**config.mk**
```make
export PLATFORM = sky130hd
export DESIGN_NAME = gccrc_dist
export DESIGN_NICKNAME = d
export VERILOG_FILES = /design/src/sv/gccrc_pkg.sv /design/src/sv/gccrc_dist.sv
export SDC_FILE = /design/constraint.sdc
export NUM_CORES = 2
export LEC_CHECK = 0
export ABC_AREA = 1
export ABC_CLOCK_PERIOD_IN_PS = 6900
export BUFFER_PORTS_ARGS = -buffer_cell sky130_fd_sc_hd__buf_2
export CAP_MARGIN = 20
export CORE_ASPECT_RATIO = 1.75
export CORE_MARGIN = 1.5
export CORE_UTILIZATION = 34
export DETAILED_ROUTE_END_ITERATION = 8
export GPL_TIMING_DRIVEN = 0
export PLACE_DENSITY = 0.6
export SETUP_SLACK_MARGIN = 0.1
export SLEW_MARGIN = 40
export SYNTH_ARGS = -nofsm -noshare
export SYNTH_HDL_FRONTEND = slang
export SYNTH_SLANG_ARGS = --single-unit
```
**constraint.sdc**
```tcl
create_clock -name i_clk -period 6.9 [get_ports i_clk]
set_input_delay 2.07 -clock i_clk [delete_from_list [all_inputs] [get_ports i_clk]]
set_output_delay 2.07 -clock i_clk [all_outputs]
set_load 0.1 [all_outputs]
```
**src/sv/gccrc_pkg.sv**
```systemverilog
`default_nettype none
package gccrc_pkg;

    // default sizing
    localparam int MAX_SITES_DEF  = 256;
    localparam int COORD_BITS_DEF = 20;
    localparam int MAX_CELLS_DEF  = 1024;

    // command codes
    localparam logic [1:0] CMD_LOAD  = 2'd0;
    localparam logic [1:0] CMD_QUERY = 2'd1;
    localparam logic [1:0] CMD_CLEAR = 2'd2;

    // status codes
    localparam logic [1:0] ST_OK      = 2'd0;
    localparam logic [1:0] ST_OUTSIDE = 2'd1;
    localparam logic [1:0] ST_FULL    = 2'd2;
    localparam logic [1:0] ST_BAD_IDX = 2'd3;

    // register indexes
    localparam logic [2:0] REG_ORIGIN_X     = 3'd0;
    localparam logic [2:0] REG_ORIGIN_Y     = 3'd1;
    localparam logic [2:0] REG_CELL_WIDTH_X = 3'd2;
    localparam logic [2:0] REG_CELL_WIDTH_Y = 3'd3;
    localparam logic [2:0] REG_CELLS_X      = 3'd4;
    localparam logic [2:0] REG_CELLS_Y      = 3'd5;
    localparam logic [2:0] REG_COVER_RANGE  = 3'd6;

    // field and register widths
    localparam int CMD_W    = 2;
    localparam int IDX_W    = 10;
    localparam int STATUS_W = 2;
    localparam int COUNT_W  = 9;
    localparam int CFG_W    = 20;
    localparam int CFG_IDX_W = 3;
    localparam int ORG_W    = 20;
    localparam int WID_W    = 16;
    localparam int CELLS_W  = 11;
    localparam int RANGE_W  = 19;

    // derived datapath widths
    localparam int MUL_W    = CELLS_W + WID_W;     // (2*idx+1)*width, cells*width
    localparam int CENTER_W = MUL_W + 2;           // 2*origin + product, signed
    localparam int R2_W     = RANGE_W + 1;         // doubled radius
    localparam int LIM_W    = 2 * R2_W;            // squared doubled radius

    // reset values
    localparam logic signed [ORG_W-1:0] ORIGIN_RST = -20'sd16000;
    localparam logic [WID_W-1:0]        WIDTH_RST  = 16'd3200;
    localparam logic [CELLS_W-1:0]      CELLS_RST  = 11'd10;
    localparam logic [RANGE_W-1:0]      RANGE_RST  = 19'd1600;

endpackage
`default_nettype wire

```
**src/sv/gccrc_dist.sv**
```systemverilog
`default_nettype none
// Shared distance unit: one site per cycle, two register stages, hit
// flag from the final squared-distance compare.
module gccrc_dist #(
    parameter int COORD_BITS = gccrc_pkg::COORD_BITS_DEF
) (
    input  wire logic                                   i_clk,
    input  wire logic                                   i_rst_n,
    input  wire logic                                   i_valid,
    input  wire logic signed [COORD_BITS-1:0]           i_site_x,
    input  wire logic signed [COORD_BITS-1:0]           i_site_y,
    input  wire logic signed [gccrc_pkg::CENTER_W-1:0]  i_cx,
    input  wire logic signed [gccrc_pkg::CENTER_W-1:0]  i_cy,
    input  wire logic [gccrc_pkg::R2_W-1:0]             i_r2,
    input  wire logic [gccrc_pkg::LIM_W-1:0]            i_lim,
    output logic                                        o_hit
);

    localparam int CEN_W = gccrc_pkg::CENTER_W;
    localparam int R2_W  = gccrc_pkg::R2_W;
    localparam int LIM_W = gccrc_pkg::LIM_W;
    localparam int DW    = ((COORD_BITS + 1 > CEN_W) ? COORD_BITS + 1 : CEN_W) + 1;

    logic signed [DW-1:0] w_dfx, w_dfy;
    logic [DW-1:0]        w_adx, w_ady;
    logic                 w_near;

    logic              r_ok1;
    logic [R2_W-1:0]   r_dx, r_dy;
    logic              r_ok2;
    logic [LIM_W-1:0]  r_sqx, r_sqy;

    // stage 1: doubled site minus doubled center, magnitude, box test
    always_comb begin
        w_dfx  = (DW'(i_site_x) <<< 1) - DW'(i_cx);
        w_dfy  = (DW'(i_site_y) <<< 1) - DW'(i_cy);
        w_adx  = w_dfx[DW-1] ? DW'(-w_dfx) : DW'(w_dfx);
        w_ady  = w_dfy[DW-1] ? DW'(-w_dfy) : DW'(w_dfy);
        w_near = (w_adx <= DW'(i_r2)) && (w_ady <= DW'(i_r2));
    end

    always_ff @(posedge i_clk) begin
        if (!i_rst_n) begin
            r_ok1 <= 1'b0;
            r_ok2 <= 1'b0;
        end else begin
            r_ok1 <= i_valid && w_near;
            r_ok2 <= r_ok1;
        end
    end

    // payload stages
    always_ff @(posedge i_clk) begin
        r_dx  <= w_adx[R2_W-1:0];
        r_dy  <= w_ady[R2_W-1:0];
        r_sqx <= LIM_W'(r_dx) * LIM_W'(r_dx);
        r_sqy <= LIM_W'(r_dy) * LIM_W'(r_dy);
    end

    // final compare against the squared radius
    assign o_hit = r_ok2 &&
        (((LIM_W + 1)'(r_sqx) + (LIM_W + 1)'(r_sqy)) <= (LIM_W + 1)'(i_lim));

endmodule
`default_nettype wire

```
==> metrics.txt <==
# TYPE chip_impl_metric gauge
chip_impl_info{name="run_status",value="finished, final reports clean"} 1
chip_impl_metric{name="maxClockFrequency",unit="MHz"} 152.0
chip_impl_metric{name="grt_pass1_wl",unit="µm"} 170200
chip_impl_info{name="start_kind",value="flop"} 1
chip_impl_metric{name="cts.sink_count",unit=""} 120
chip_impl_metric{name="boundaryPins",unit=""} 162
chip_impl_metric{name="timing_max_transition_violations_final",unit=""} 0
chip_impl_metric{name="cts_max_path_buffers",unit=""} 2
chip_impl_metric{name="avgRoutedWirePerCell",unit="µm"} 16.72
chip_impl_metric{name="synthesis.instances",unit=""} 4932
chip_impl_metric{name="relSlewSlack",unit=""} 0.5657
chip_impl_metric{name="antenna_found_initial",unit=""} 5
chip_impl_metric{name="globalRouteOverflowTotal",unit=""} 0
chip_impl_metric{name="timing.max_cap.violations",unit=""} 0
chip_impl_metric{name="drt_drc_violations_left",unit=""} 0
chip_impl_metric{name="synth_top_area_frac",unit=""} 0.3092
chip_impl_metric{name="asyncSetResetFlopFracSynth",unit=""} 0
chip_impl_info{name="end_kind",value="flop"} 1
chip_impl_metric{name="fp.dieW",unit="µm"} 249.9
chip_impl_metric{name="htree_levels",unit=""} 4
chip_impl_metric{name="worst_setup_hold_path_clk_slew",unit="ns"} 0.07
chip_impl_metric{name="timing.final.crit_period",unit="ns"} 6.580
chip_impl_metric{name="gr-usage-all-layers",unit=""} 0.2019
chip_impl_metric{name="tightest_slew",unit="ns"} 0.6446
chip_impl_metric{name="hold_viol_final",unit=""} 0
chip_impl_metric{name="layout.nets",unit=""} 6326
chip_impl_metric{name="finalWirelength",unit="µm"} 108600
chip_impl_metric{name="dr_pass1_iterations",unit=""} 6
chip_impl_info{name="unrepaired_setup_endpoints_after_global_routing",value="true"} 1
chip_impl_metric{name="min_period_over_period",unit=""} 0.9536
chip_impl_metric{name="cp_data_required_time",unit="ns"} 7.22
chip_impl_info{name="holdCritPathClass",value="reg -> reg"} 1
chip_impl_metric{name="port_buffers",unit=""} 161
chip_impl_metric{name="finalClockSkew",unit="ns"} 0.01584
chip_impl_metric{name="detail-route-antenna-nets",unit=""} 0
chip_impl_metric{name="number_of_warnings_issued_by_yosys",unit=""} 0
chip_impl_info{name="post-synth-top-area-cell",value="fa_1"} 1
chip_impl_metric{name="yosys_register_bits",unit=""} 120
chip_impl_info{name="post_synth_main_area_contributors",value="fa_1 31%, ha_1 17%, inv_1 13%, nand2_1 12%, dfxtp_1 6.6%"} 1
chip_impl_metric{name="setup-tns-final",unit="ns"} 0
chip_impl_metric{name="drt_iter0_drc",unit=""} 1226
chip_impl_metric{name="dp_hpwl",unit="µm"} 96310
chip_impl_metric{name="floorplan.core_area",unit="mm²"} 0.1058
chip_impl_metric{name="grt_start_max_net_pins",unit=""} 17
chip_impl_info{name="mostFrequentLayoutCells",value="1298 x inv_1, 1181 x nand2_1, 559 x fa_1"} 1
chip_impl_metric{name="critical_path.max_fanout",unit=""} 10
chip_impl_metric{name="starting_density",unit=""} 0.3428
chip_impl_metric{name="floorplan.rows",unit=""} 158
chip_impl_metric{name="clock_latency",unit="ns"} 0.45
chip_impl_metric{name="design.die.area",unit="mm²"} 0.1087
chip_impl_metric{name="area_growth_syn_to_layout",unit="%"} 10.87
chip_impl_metric{name="synth_edf_count",unit=""} 0
chip_impl_metric{name="setup_violations",unit=""} 0
chip_impl_metric{name="gp_congestion",unit=""} 0.9402
chip_impl_info{name="tritoncts",value="done"} 1
chip_impl_metric{name="synth_cell_type_count",unit=""} 50
chip_impl_metric{name="fraction_of_final_layout_cells_sized_beyond_drive_strength_1",unit=""} 0.08549
chip_impl_metric{name="die_height",unit="µm"} 435.0
chip_impl_metric{name="holdBufCountCts",unit=""} 0
chip_impl_info{name="clk_root_buffer_cell",value="clkbuf_16"} 1
chip_impl_metric{name="syn_nets",unit=""} 6136
chip_impl_info{name="timing_worst_setup_path_type",value="reg -> reg"} 1
chip_impl_info{name="synth_top_flop_cell",value="dfxtp_1"} 1
chip_impl_metric{name="detailroute.via_count",unit=""} 31010
chip_impl_metric{name="critical_path_arrival",unit="ns"} 6.90
chip_impl_metric{name="syn_area_per_cell",unit="µm²"} 7.352
chip_impl_metric{name="first_global_vias",unit=""} 33220
chip_impl_metric{name="viasPerCell",unit=""} 4.774
chip_impl_metric{name="seq_area_frac_synth",unit=""} 0.06625
chip_impl_info{name="layout.cells.most_common",value="inv_1"} 1
chip_impl_metric{name="cts_buffers",unit=""} 17
chip_impl_metric{name="syn-cell-area",unit="mm²"} 0.03626
==> cells in the mapped netlist, drive strengths merged, types with 7 or more instances <==
cell type	count
a31oi	27
clkbuf	60
buf	28
a21oi	214
xnor2	64
xor2	123
nand4	49
nand2	1215
o211ai	10
a21o	7
inv	1309
o21bai	19
ha	483
nor3	16
dfxtp	120
nand3b	17
fa	560
o21ai	97
o21a	13
nor2	307
a21boi	11
nand3	139
==> layer usage <==
| layer | wire length [µm] | part of all wire | track usage | vias to the layer above |
|---|---|---|---|---|
| met1 | 37810 | 0.35 | 0.1927 | 14740 |
| met4 | 7627 | 0.070 | 0.1238 | 10 |
| met3 | 3692 | 0.034 | 0.01995 | 324 |
| met2 | 59400 | 0.55 | 0.4058 | 770 |
| li1 | - | - | - | 15170 |
| met5 | 53 | 0.00049 | 0 | - |
==> through the flow <==
stage | setup WS [ns] | cells | hold WS (ns) | utilization | area, µm²
after floorplan | 0.1027 | 4932 | 0.3491 | - | 36260
after global placement | -1.094 | 6453 | 0.4430 | 0.3666 | 38770
after detailed placement | -1.148 | 6453 | 0.4458 | 0.3666 | 38770
after CTS | 0.07691 | 6486 | 0.4666 | 0.3758 | 39750
after global routing | 0.03022 | 6495 | 0.4593 | 0.3801 | 40200
final | 0.3199 | 6496 | 0.4619 | 0.3801 | 40200
==> registers in the layout, indices dropped and copies added (netlist names) <==
register	cells
r_ok2	1
r_ok1	1
r_dx	20
r_sqy	39
r_sqx	39
r_dy	20
==> kinds of logic after synthesis <==
family,share of synthesized area
AO/OA/AOI/OAI,0.06632
XOR/XNOR,0.04517
adder cells (fa/ha/maj),0.4758
buffers and inverters,0.1456
flip-flops,0.06625
AND/OR/NAND/NOR,0.2009
==> critical path: stages (launching register included) <==
cell,delay (ns)
dfxtp_4,0.41
clkbuf_8,0.21
clkbuf_8,0.21
nand2_1,0.07
inv_1,0.15
fa_1,0.44
fa_1,0.52
inv_1,0.05
fa_1,0.51
inv_1,0.06
fa_1,0.48
fa_1,0.48
fa_1,0.52
inv_1,0.05
fa_1,0.49
inv_1,0.04
ha_1,0.37
nand2_1,0.12
nor2_1,0.27
a21boi_4,0.11
o21ai_1,0.27
a21boi_2,0.12
o21ai_2,0.26
a21oi_2,0.11
xnor2_1,0.13
==> timing repair <==
item                                    in CTS  in global routing
cloned                                       0                  0
buffers inserted                             1                  9
resized for setup                          159                146
endpoints found under the setup margin      54                 31
pin swaps                                    1                 12
==> final cells by class <==
type	count	area, µm²
Antenna cell	1	2.502
Buffer	88	780.7
Clock buffer	18	429.2
Clock inverter	14	188.9
Fill cell	11060	65560
Inverter	1312	4925
Multi-Input combinational cell	3412	28840
Sequential cell	120	2429
Tap cell	1360	1702
Timing Repair Buffer	171	903.4
==> final timing paths <==
check             startpoint        end  slack [ns]  depth (start not counted)
setup / recovery    r_dy[10]  r_sqy[31]        0.32                         24
hold / removal       r_dx[0]   r_sqx[0]        0.46                          0
hold reg to reg      r_dx[0]   r_sqx[0]        0.46                          0
setup reg to reg    r_dy[10]  r_sqy[31]        0.32                         24
Power is not shown: default switching activity piles up to over one toggle a cycle in this logic, so the estimate is an artifact.
