**config.mk**
```make
export PLATFORM = sky130hd
export DESIGN_NAME = gccrc_cell
export DESIGN_NICKNAME = d
export VERILOG_FILES = /design/src/sv/gccrc_pkg.sv /design/src/sv/gccrc_cell.sv
export SDC_FILE = /design/constraint.sdc
export NUM_CORES = 1
export LEC_CHECK = 0
export ABC_AREA = 1
export BUFFER_PORTS_ARGS = -buffer_cell sky130_fd_sc_hd__buf_4
export CELL_PAD_IN_SITES_DETAIL_PLACEMENT = 0
export CELL_PAD_IN_SITES_GLOBAL_PLACEMENT = 1
export CORE_MARGIN = 3
export CORE_UTILIZATION = 34
export DETAILED_ROUTE_END_ITERATION = 10
export GPL_TIMING_DRIVEN = 0
export PLACE_DENSITY = 0.86
export SETUP_SLACK_MARGIN = 0.15
export SLEW_MARGIN = 5
export SYNTH_ARGS = -nofsm -noshare
export SYNTH_HDL_FRONTEND = slang
export SYNTH_SLANG_ARGS = --single-unit
```
**constraint.sdc**
```tcl
create_clock -name i_clk -period 1.2 [get_ports i_clk]
set_clock_uncertainty 0.15 [all_clocks]
set_input_delay 0.12 -clock i_clk [delete_from_list [all_inputs] [get_ports i_clk]]
set_output_delay 0.12 -clock i_clk [all_outputs]
set_load 0.005 [all_outputs]
```
**src/sv/gccrc_pkg.sv**
```systemverilog
`default_nettype none
package gccrc_pkg;

    // default sizing
    localparam int MAX_SITES_DEF  = 256;
    localparam int COORD_BITS_DEF = 20;
    localparam int MAX_CELLS_DEF  = 1024;

    // command codes
    localparam logic [1:0] CMD_LOAD  = 2'd0;
    localparam logic [1:0] CMD_QUERY = 2'd1;
    localparam logic [1:0] CMD_CLEAR = 2'd2;

    // status codes
    localparam logic [1:0] ST_OK      = 2'd0;
    localparam logic [1:0] ST_OUTSIDE = 2'd1;
    localparam logic [1:0] ST_FULL    = 2'd2;
    localparam logic [1:0] ST_BAD_IDX = 2'd3;

    // register indexes
    localparam logic [2:0] REG_ORIGIN_X     = 3'd0;
    localparam logic [2:0] REG_ORIGIN_Y     = 3'd1;
    localparam logic [2:0] REG_CELL_WIDTH_X = 3'd2;
    localparam logic [2:0] REG_CELL_WIDTH_Y = 3'd3;
    localparam logic [2:0] REG_CELLS_X      = 3'd4;
    localparam logic [2:0] REG_CELLS_Y      = 3'd5;
    localparam logic [2:0] REG_COVER_RANGE  = 3'd6;

    // field and register widths
    localparam int CMD_W    = 2;
    localparam int IDX_W    = 10;
    localparam int STATUS_W = 2;
    localparam int COUNT_W  = 9;
    localparam int CFG_W    = 20;
    localparam int CFG_IDX_W = 3;
    localparam int ORG_W    = 20;
    localparam int WID_W    = 16;
    localparam int CELLS_W  = 11;
    localparam int RANGE_W  = 19;

    // derived datapath widths
    localparam int MUL_W    = CELLS_W + WID_W;     // (2*idx+1)*width, cells*width
    localparam int CENTER_W = MUL_W + 2;           // 2*origin + product, signed
    localparam int R2_W     = RANGE_W + 1;         // doubled radius
    localparam int LIM_W    = 2 * R2_W;            // squared doubled radius

    // reset values
    localparam logic signed [ORG_W-1:0] ORIGIN_RST = -20'sd16000;
    localparam logic [WID_W-1:0]        WIDTH_RST  = 16'd3200;
    localparam logic [CELLS_W-1:0]      CELLS_RST  = 11'd10;
    localparam logic [RANGE_W-1:0]      RANGE_RST  = 19'd1600;

endpackage
`default_nettype wire

```
**src/sv/gccrc_cell.sv**
```systemverilog
`default_nettype none
// One storage cell of the site ring: holds one packed position and
// passes it to the next cell whenever the ring moves.
module gccrc_cell #(
    parameter int SITE_W = 2 * gccrc_pkg::COORD_BITS_DEF
) (
    input  wire logic              i_clk,
    input  wire logic              i_shift,
    input  wire logic [SITE_W-1:0] i_d,
    output logic      [SITE_W-1:0] o_q
);

    logic [SITE_W-1:0] r_q;

    // payload only, no reset
    always_ff @(posedge i_clk) begin
        if (i_shift) begin
            r_q <= i_d;
        end
    end

    assign o_q = r_q;

endmodule
`default_nettype wire

```
==> PnR_summary.wiki, run 1 <==
{| class="wikitable"
! Metric !! Value
|-
| Status || finished, final reports clean
|-
| Max FFs per register || 40
|-
| Overall power of the completed layout || 3.037 mW
|-
| Post-synthesis average cell area || 30.03 um2
|-
| Most common library cell in the layout ignoring fill and taps || buf_4
|-
| Post-route cell area || 2487 um2
|-
| Simple-gate portion of the synthesized area || 0
|-
| Area of the multi-input gates || 0 um2
|-
| Final RePlAce weighted congestion || 0.6233
|-
| IO Pins || 82
|-
| Portion of the post-synthesis area used by sequential elements || 1.000
|-
| Initial antenna violation count || 0
|-
| Routed via count divided by cell count || 4.324
|-
| Height of the chip || 65.44 um
|-
| Type of destination of the critical path || primary output
|-
| Ant. Diodes || 0
|-
| Average detailed-routed wire length per instance || 17.68 um
|-
| Highest ir drop seen on vdd || 731.5 uV
|-
| Setup repair after global routing missed its margin || yes
|-
| Share of the synthesized area in compound gates (AO/OA/AOI/OAI) || 0
|-
| H-tree level count || 2
|-
| Startpoint Class || flop
|-
| DIE WIDTH || 65.44 um
|-
| Worst Hold End || o_q[4]$_DFFE_PP_
|-
| Placeable core region || 3203 um2
|-
| Family of cells with the greatest summed delay on the critical path || flip-flops
|-
| Post-CTS clock slew at the launch and capture registers of the worst setup and hold paths || 0.11 ns
|-
| Total CTS buffers || 5
|-
| Largest net degree at the start of global routing || 41
|-
| Max stage delay on crit path || 0.43 ns
|-
| Final period util || 0.9770
|-
| Cell area after synthesis || 1201 um2
|-
| Startpoint of the tightest hold check path || i_shift
|-
| Via count of the first global-routing pass || 966
|-
| Tightest slew margin relative to the limit || 0.6791
|-
| Count of final setup violators || 0
|-
| Transition time at the pin with the least slew margin || 0.4814 ns
|-
| CP Class || flop to primary output
|-
| Synthesized net count || 82
|-
| Post-synthesis to final-layout area growth || 107.1%
|-
| Synthesized-area fraction occupied by xor and xnor cells || 0
|-
| FF/Latch Area || 1201 um2
|-
| Total Die Area || 4282 um2
|-
| Total via count in the routed design || 921
|-
| Maximum clock insertion buffer count || 2
|-
| Post-placement cell area || 1864 um2
|-
| Multiplexer fraction of the synthesized cell area || 0
|-
| Leak pwr || 1.039 nW
|-
| Highest-delay cell along the critical path || edfxtp_1
|-
| Count of unresolved DRC violations after routing || 0
|-
| Gate count of the mapped netlist || 40
|-
| Number of fill cells || 166
|-
| 1st-iter DRT viols || 53
|-
| Count of endpoints failing hold in the final timing report || 0
|-
| Total gr overflow || 0
|-
| Buffers on Ports || 81
|-
| Critical path buffers and inverters || 1
|-
| DRT antenna net count || 0
|-
| Critical path fanouts, max || 1
|-
| Number of placement rows || 20
|-
| Synth Register Bits || 40
|-
| GRT Total Usage || 0.1668
|-
| Highest Clock Rate || 852.9 MHz
|-
| Warning count from the yosys run || 0
|-
| Commonest cells after routing, fill and taps aside || buf_4 (42), dlygate4sd3_1 (40), edfxtp_1 (40)
|-
| Share of post-route cells with drive strength above 1 || 0.5207
|-
| Sink count of the clock tree || 40
|-
| Hold depth || 1
|-
| HP Class || primary input to flop
|-
| Number of iterations in the first detailed-routing pass || 4
|-
| Detailed Route WL || 3766 um
|-
| Setup total negative slack || 0 ns
|-
| Adder-cell area share of the yosys netlist || 0
|-
| Power per cell area || 1221 nW/um2
|-
| Final Net Count || 210
|-
| Multi-input combinational cell count || 0
|-
| CTS root buffer || clkbuf_4
|-
| Post-synthesis cell type count || 1
|-
| Required time at the worst-slack endpoint || 0.93 ns
|-
| Count of final max-slew check failures || 0
|-
| Final min period || 1.172 ns
|-
| Chain of cells forming the critical path || buf_6
|-
| Arrival time reported for the critical path endpoint || 0.90 ns
|-
| Wire length of the first global-routing pass || 4933 um
|-
| Clock tree from TritonCTS || yes
|-
| Effective utilization at floorplan || 0.3750
|-
| Max-capacitance violation count || 0
|}
repair_timing:
action                     in CTS  in global routing
hold endpoints to repair       40                  0
hold buffers                   40                  0
setup endpoints to repair      40                 40
buffers inserted                0                  0
pin swaps                       0                  0
resized for setup               1                 38
worst max-delay path by stage:
stage / startpoint / to / cells after the start
after floorplan: o_q[0]$_DFFE_PP_ / o_q[0] / 0
after global placement: i_shift / o_q[18]$_DFFE_PP_ / 1
after detailed placement: i_shift / o_q[18]$_DFFE_PP_ / 1
after CTS: o_q[10]$_DFFE_PP_ / o_q[10] / 1
after global routing: o_q[10]$_DFFE_PP_ / o_q[10] / 1
final: o_q[10]$_DFFE_PP_ / o_q[10] / 1
metal layers:
metal  GRT usage  wire [um]  vias to the layer above
met1      0.1725       1377                      430
met2      0.3059       1929                       69
met4     0.06995         65                        0
li1            -          -                      416
met5           0          0                        -
met3     0.05470        393                        6
synthesized netlist by cell type (all sizes together):
master  count  share of area
edfxtp     40            1.0
cells by family (layout without fill, tap and decap cells):
kind of cell           Yosys count  after routing
buffers and inverters            0            129
flip-flops                      40             40
per-stage QoR:
step                      hold slack (ns)  utilization  setup WS, ns  cells
final                              0.1190       0.7766       0.02759    213
after global routing               0.1168       0.7766      -0.02555    213
after CTS                          0.1094       0.7320       0.02617    213
after detailed placement           0.1493       0.5820        0.1441    165
after global placement             0.1482       0.5820        0.1579    165
after floorplan                   0.06887            -        0.5747     40
cell type report:
type	count	share of cell area
Sequential cell	40	0.4829
Clock inverter	2	0.01408
Tap cell	44	0.02213
Clock buffer	6	0.01660
Timing Repair Buffer	121	0.4643
report_power, final:
part | total (mW) | switching [mW] | leakage [nW] | internal (mW)
clock | 0.837 | 0.400 | 0.0422 | 0.437
combinational | 0.481 | 0.133 | 0.605 | 0.348
sequential | 1.72 | 0.0574 | 0.391 | 1.66
total | 3.04 | 0.590 | 1.04 | 2.45
No activity file was read; power rests on OpenSTA's default activity.
==> run 2: changes to the inputs <==
CORE_UTILIZATION = 28   (was 34)
PLACE_DENSITY = 0.76   (was 0.86)
clock period = 0.95 ns   (was 1.2 ns; I/O delays follow)
==> run 2 against run 1 <==
Effect of this change: the flow now finishes with violations (hold timing, setup timing); total power up 17%; design area down 20%; final cell count down 16%; count of clock-buffer cells in the layout up 1; core utilization down 29 points; sequential cell count unchanged; wire length down 35%; sequential share of layout area up 12 points; global-route usage down 7.0 points.
==> PnR_summary.wiki, run 2 (synthesis results as in run 1) <==
{| class="wikitable"
! Metric !! Value
|-
| Leak pwr || 0.8293 nW (was 1.039 nW)
|-
| Setup fix buffers added after clock tree synthesis || 0 (unchanged)
|-
| Share of post-route cells with drive strength above 1 || 0.6667 (was 0.5207)
|-
| Final cell utilization of the core || 0.4875 (was 0.7766)
|-
| Family of cells with the greatest summed delay on the critical path || flip-flops (unchanged)
|-
| Total Die Area || 5112 um2 (was 4282 um2)
|-
| Height of the chip || 71.50 um (was 65.44 um)
|-
| Clock tree from TritonCTS || yes (unchanged)
|-
| Status || finished with violations (was finished, final reports clean)
|-
| Transition time at the pin with the least slew margin || 0.4885 ns (was 0.4814 ns)
|-
| Tightest slew margin relative to the limit || 0.6743 (was 0.6791)
|-
| Average detailed-routed wire length per instance || 13.64 um (was 17.68 um)
|-
| Area of the multi-input gates || 0 um2 (unchanged)
|-
| Overall power of the completed layout || 3.538 mW (was 3.037 mW)
|-
| Dpl cells || 171 (was 165)
|-
| Worst setup slack after placement || -0.1017 ns (was 0.1441 ns)
|-
| Multi-input combinational cell count || 0 (unchanged)
|-
| 1st-iter DRT viols || 59 (was 53)
|-
| Count of final max-slew check failures || 0 (unchanged)
|-
| Final std cells w/o fill || 179 (was 213)
|-
| Buffers on Ports || 81 (unchanged)
|-
| Most common library cell in the layout ignoring fill and taps || buf_4 (unchanged)
|-
| IO Pins || 82 (unchanged)
|-
| DIE WIDTH || 71.50 um (was 65.44 um)
|-
| Worst Hold End || o_q[22]$_DFFE_PP_ (was o_q[4]$_DFFE_PP_)
|-
| Max FFs per register || 40 (unchanged)
|-
| Sink count of the clock tree || 40 (unchanged)
|-
| Final RePlAce weighted congestion || 0.6609 (was 0.6233)
|-
| Total gr overflow || 0 (unchanged)
|-
| Highest ir drop seen on vdd || 847.7 uV (was 731.5 uV)
|-
| H-tree level count || 2 (unchanged)
|-
| Final min period || 1.053 ns
|-
| Effective utilization at floorplan || 0.2960 (was 0.3750)
|-
| Post-synthesis to final-layout area growth || 64.69% (was 107.1%)
|-
| Max stage delay on crit path || 0.38 ns (was 0.43 ns)
|-
| Commonest cells after routing, fill and taps aside || buf_4 (74), edfxtp_1 (40), buf_6 (7) (was buf_4 (42), dlygate4sd3_1 (40), edfxtp_1 (40))
|-
| Critical path buffers and inverters || 1 (unchanged)
|-
| Startpoint of the worst setup timing path || o_q[29]$_DFFE_PP_ (was o_q[10]$_DFFE_PP_)
|-
| Critical path fanouts, max || 1 (unchanged)
|-
| Arrival time reported for the critical path endpoint || 0.81 ns (was 0.90 ns)
|-
| Count of final setup violators || 40 (was 0)
|-
| Hold_ws || -0.1626 ns (was 0.1190 ns)
|-
| Via count of the first global-routing pass || 831 (was 966)
|-
| Routed via count divided by cell count || 4.061 (was 4.324)
|-
| Startpoint of the tightest hold check path || i_d[22] (was i_shift)
|-
| Violations in the final reports || hold timing, setup timing
|-
| Chain of cells forming the critical path || buf_4 (was buf_6)
|-
| Count of unresolved DRC violations after routing || 0 (unchanged)
|-
| Post-CTS clock slew at the launch and capture registers of the worst setup and hold paths || 0.07 ns (was 0.11 ns)
|-
| HP Class || primary input to flop (unchanged)
|-
| Startpoint Class || flop (unchanged)
|-
| Final Net Count || 170 (was 210)
|-
| Placeable core region || 4058 um2 (was 3203 um2)
|-
| Largest net degree at the start of global routing || 41 (unchanged)
|-
| Total CTS buffers || 5 (unchanged)
|-
| Detailed Route WL || 2442 um (was 3766 um)
|-
| Max-capacitance violation count || 0 (unchanged)
|-
| Min setup slack post-route || -0.1030 ns (was 0.02759 ns)
|-
| CTS root buffer || clkbuf_8 (was clkbuf_4)
|-
| Highest-delay cell along the critical path || edfxtp_1 (unchanged)
|-
| Count of endpoints failing hold in the final timing report || 40 (was 0)
|-
| DRT antenna net count || 0 (unchanged)
|-
| Wire length of the first global-routing pass || 3650 um (was 4933 um)
|-
| Hold depth || 1 (unchanged)
|-
| Setup repair after global routing missed its margin || yes (unchanged)
|-
| Power per cell area || 1789 nW/um2 (was 1221 nW/um2)
|-
| Maximum clock insertion buffer count || 2 (unchanged)
|-
| Number of placement rows || 23 (was 20)
|-
| GRT Total Usage || 0.09708 (was 0.1668)
|-
| Required time at the worst-slack endpoint || 0.70 ns (was 0.93 ns)
|-
| Total via count in the routed design || 727 (was 921)
|-
| Type of destination of the critical path || primary output (unchanged)
|-
| Final period util || 1.108
|-
| CP Class || flop to primary output (unchanged)
|-
| Ant. Diodes || 0 (unchanged)
|-
| Initial antenna violation count || 0 (unchanged)
|-
| Highest Clock Rate || 949.7 MHz
|-
| Number of iterations in the first detailed-routing pass || 2 (was 4)
|}
run 2: cell types whose count changed in the layout (fill, tap and decap cells not counted), sizes merged:
| cell | change |
|---|---|
| bufinv | -1 |
| clkbuf | +1 |
| dlygate4sd3 | -40 |
run 2: how the worst max path moves through the flow:
stage	depth (start not counted)	slack, ns	end
floorplan	0	0.35	o_q[0]
global placement	1	-0.06	o_q[27]$_DFFE_PP_
detailed placement	1	-0.10	o_q[19]$_DFFE_PP_
CTS	1	-0.13	o_q[34]
global route	1	-0.15	o_q[5]
finish	1	-0.10	o_q[29]
run 2: layer usage:
metal | part of all wire | wire, um | GRT usage | vias up
met1 | 0.26 | 629 | 0.08004 | 344
li1 | - | - | - | 335
met3 | 0.11 | 278 | 0.04909 | 5
met2 | 0.61 | 1484 | 0.1837 | 43
met5 | 0 | 0 | 0 | -
met4 | 0.020 | 49 | 0.05010 | 0
run 2: per-stage QoR:
| step | cell area (um2) | TNS [ns] |
|---|---|---|
| after floorplan | 1201 | 0 |
| after CTS | 1952 | -4.071 |
| after global routing | 1978 | -5.100 |
| final | 1978 | -3.214 |
| after global placement | 1872 | -2.414 |
| after detailed placement | 1872 | -3.993 |
run 2: area by class of cell:
cell class | count | area [um2]
fillers | 363 | 2079
flip-flops and latches | 40 | 1201
repair buffers | 81 | 634.4
clock buffers | 7 | 76.32
well taps | 50 | 62.56
clock inverters | 1 | 3.754
run 2: timing repair:
action,4_1_cts,5_1_grt
gates resized for setup,0,7
pin swaps,0,0
endpoints found under the hold margin,40,40
endpoints found under the setup margin,40,40
run 2: report_power, final:
| group | total, mW | leakage (nW) | internal, mW | switching [mW] |
|---|---|---|---|---|
| clock | 1.01 | 0.0399 | 0.510 | 0.502 |
| combinational | 0.387 | 0.398 | 0.269 | 0.118 |
| sequential | 2.14 | 0.391 | 2.10 | 0.0415 |
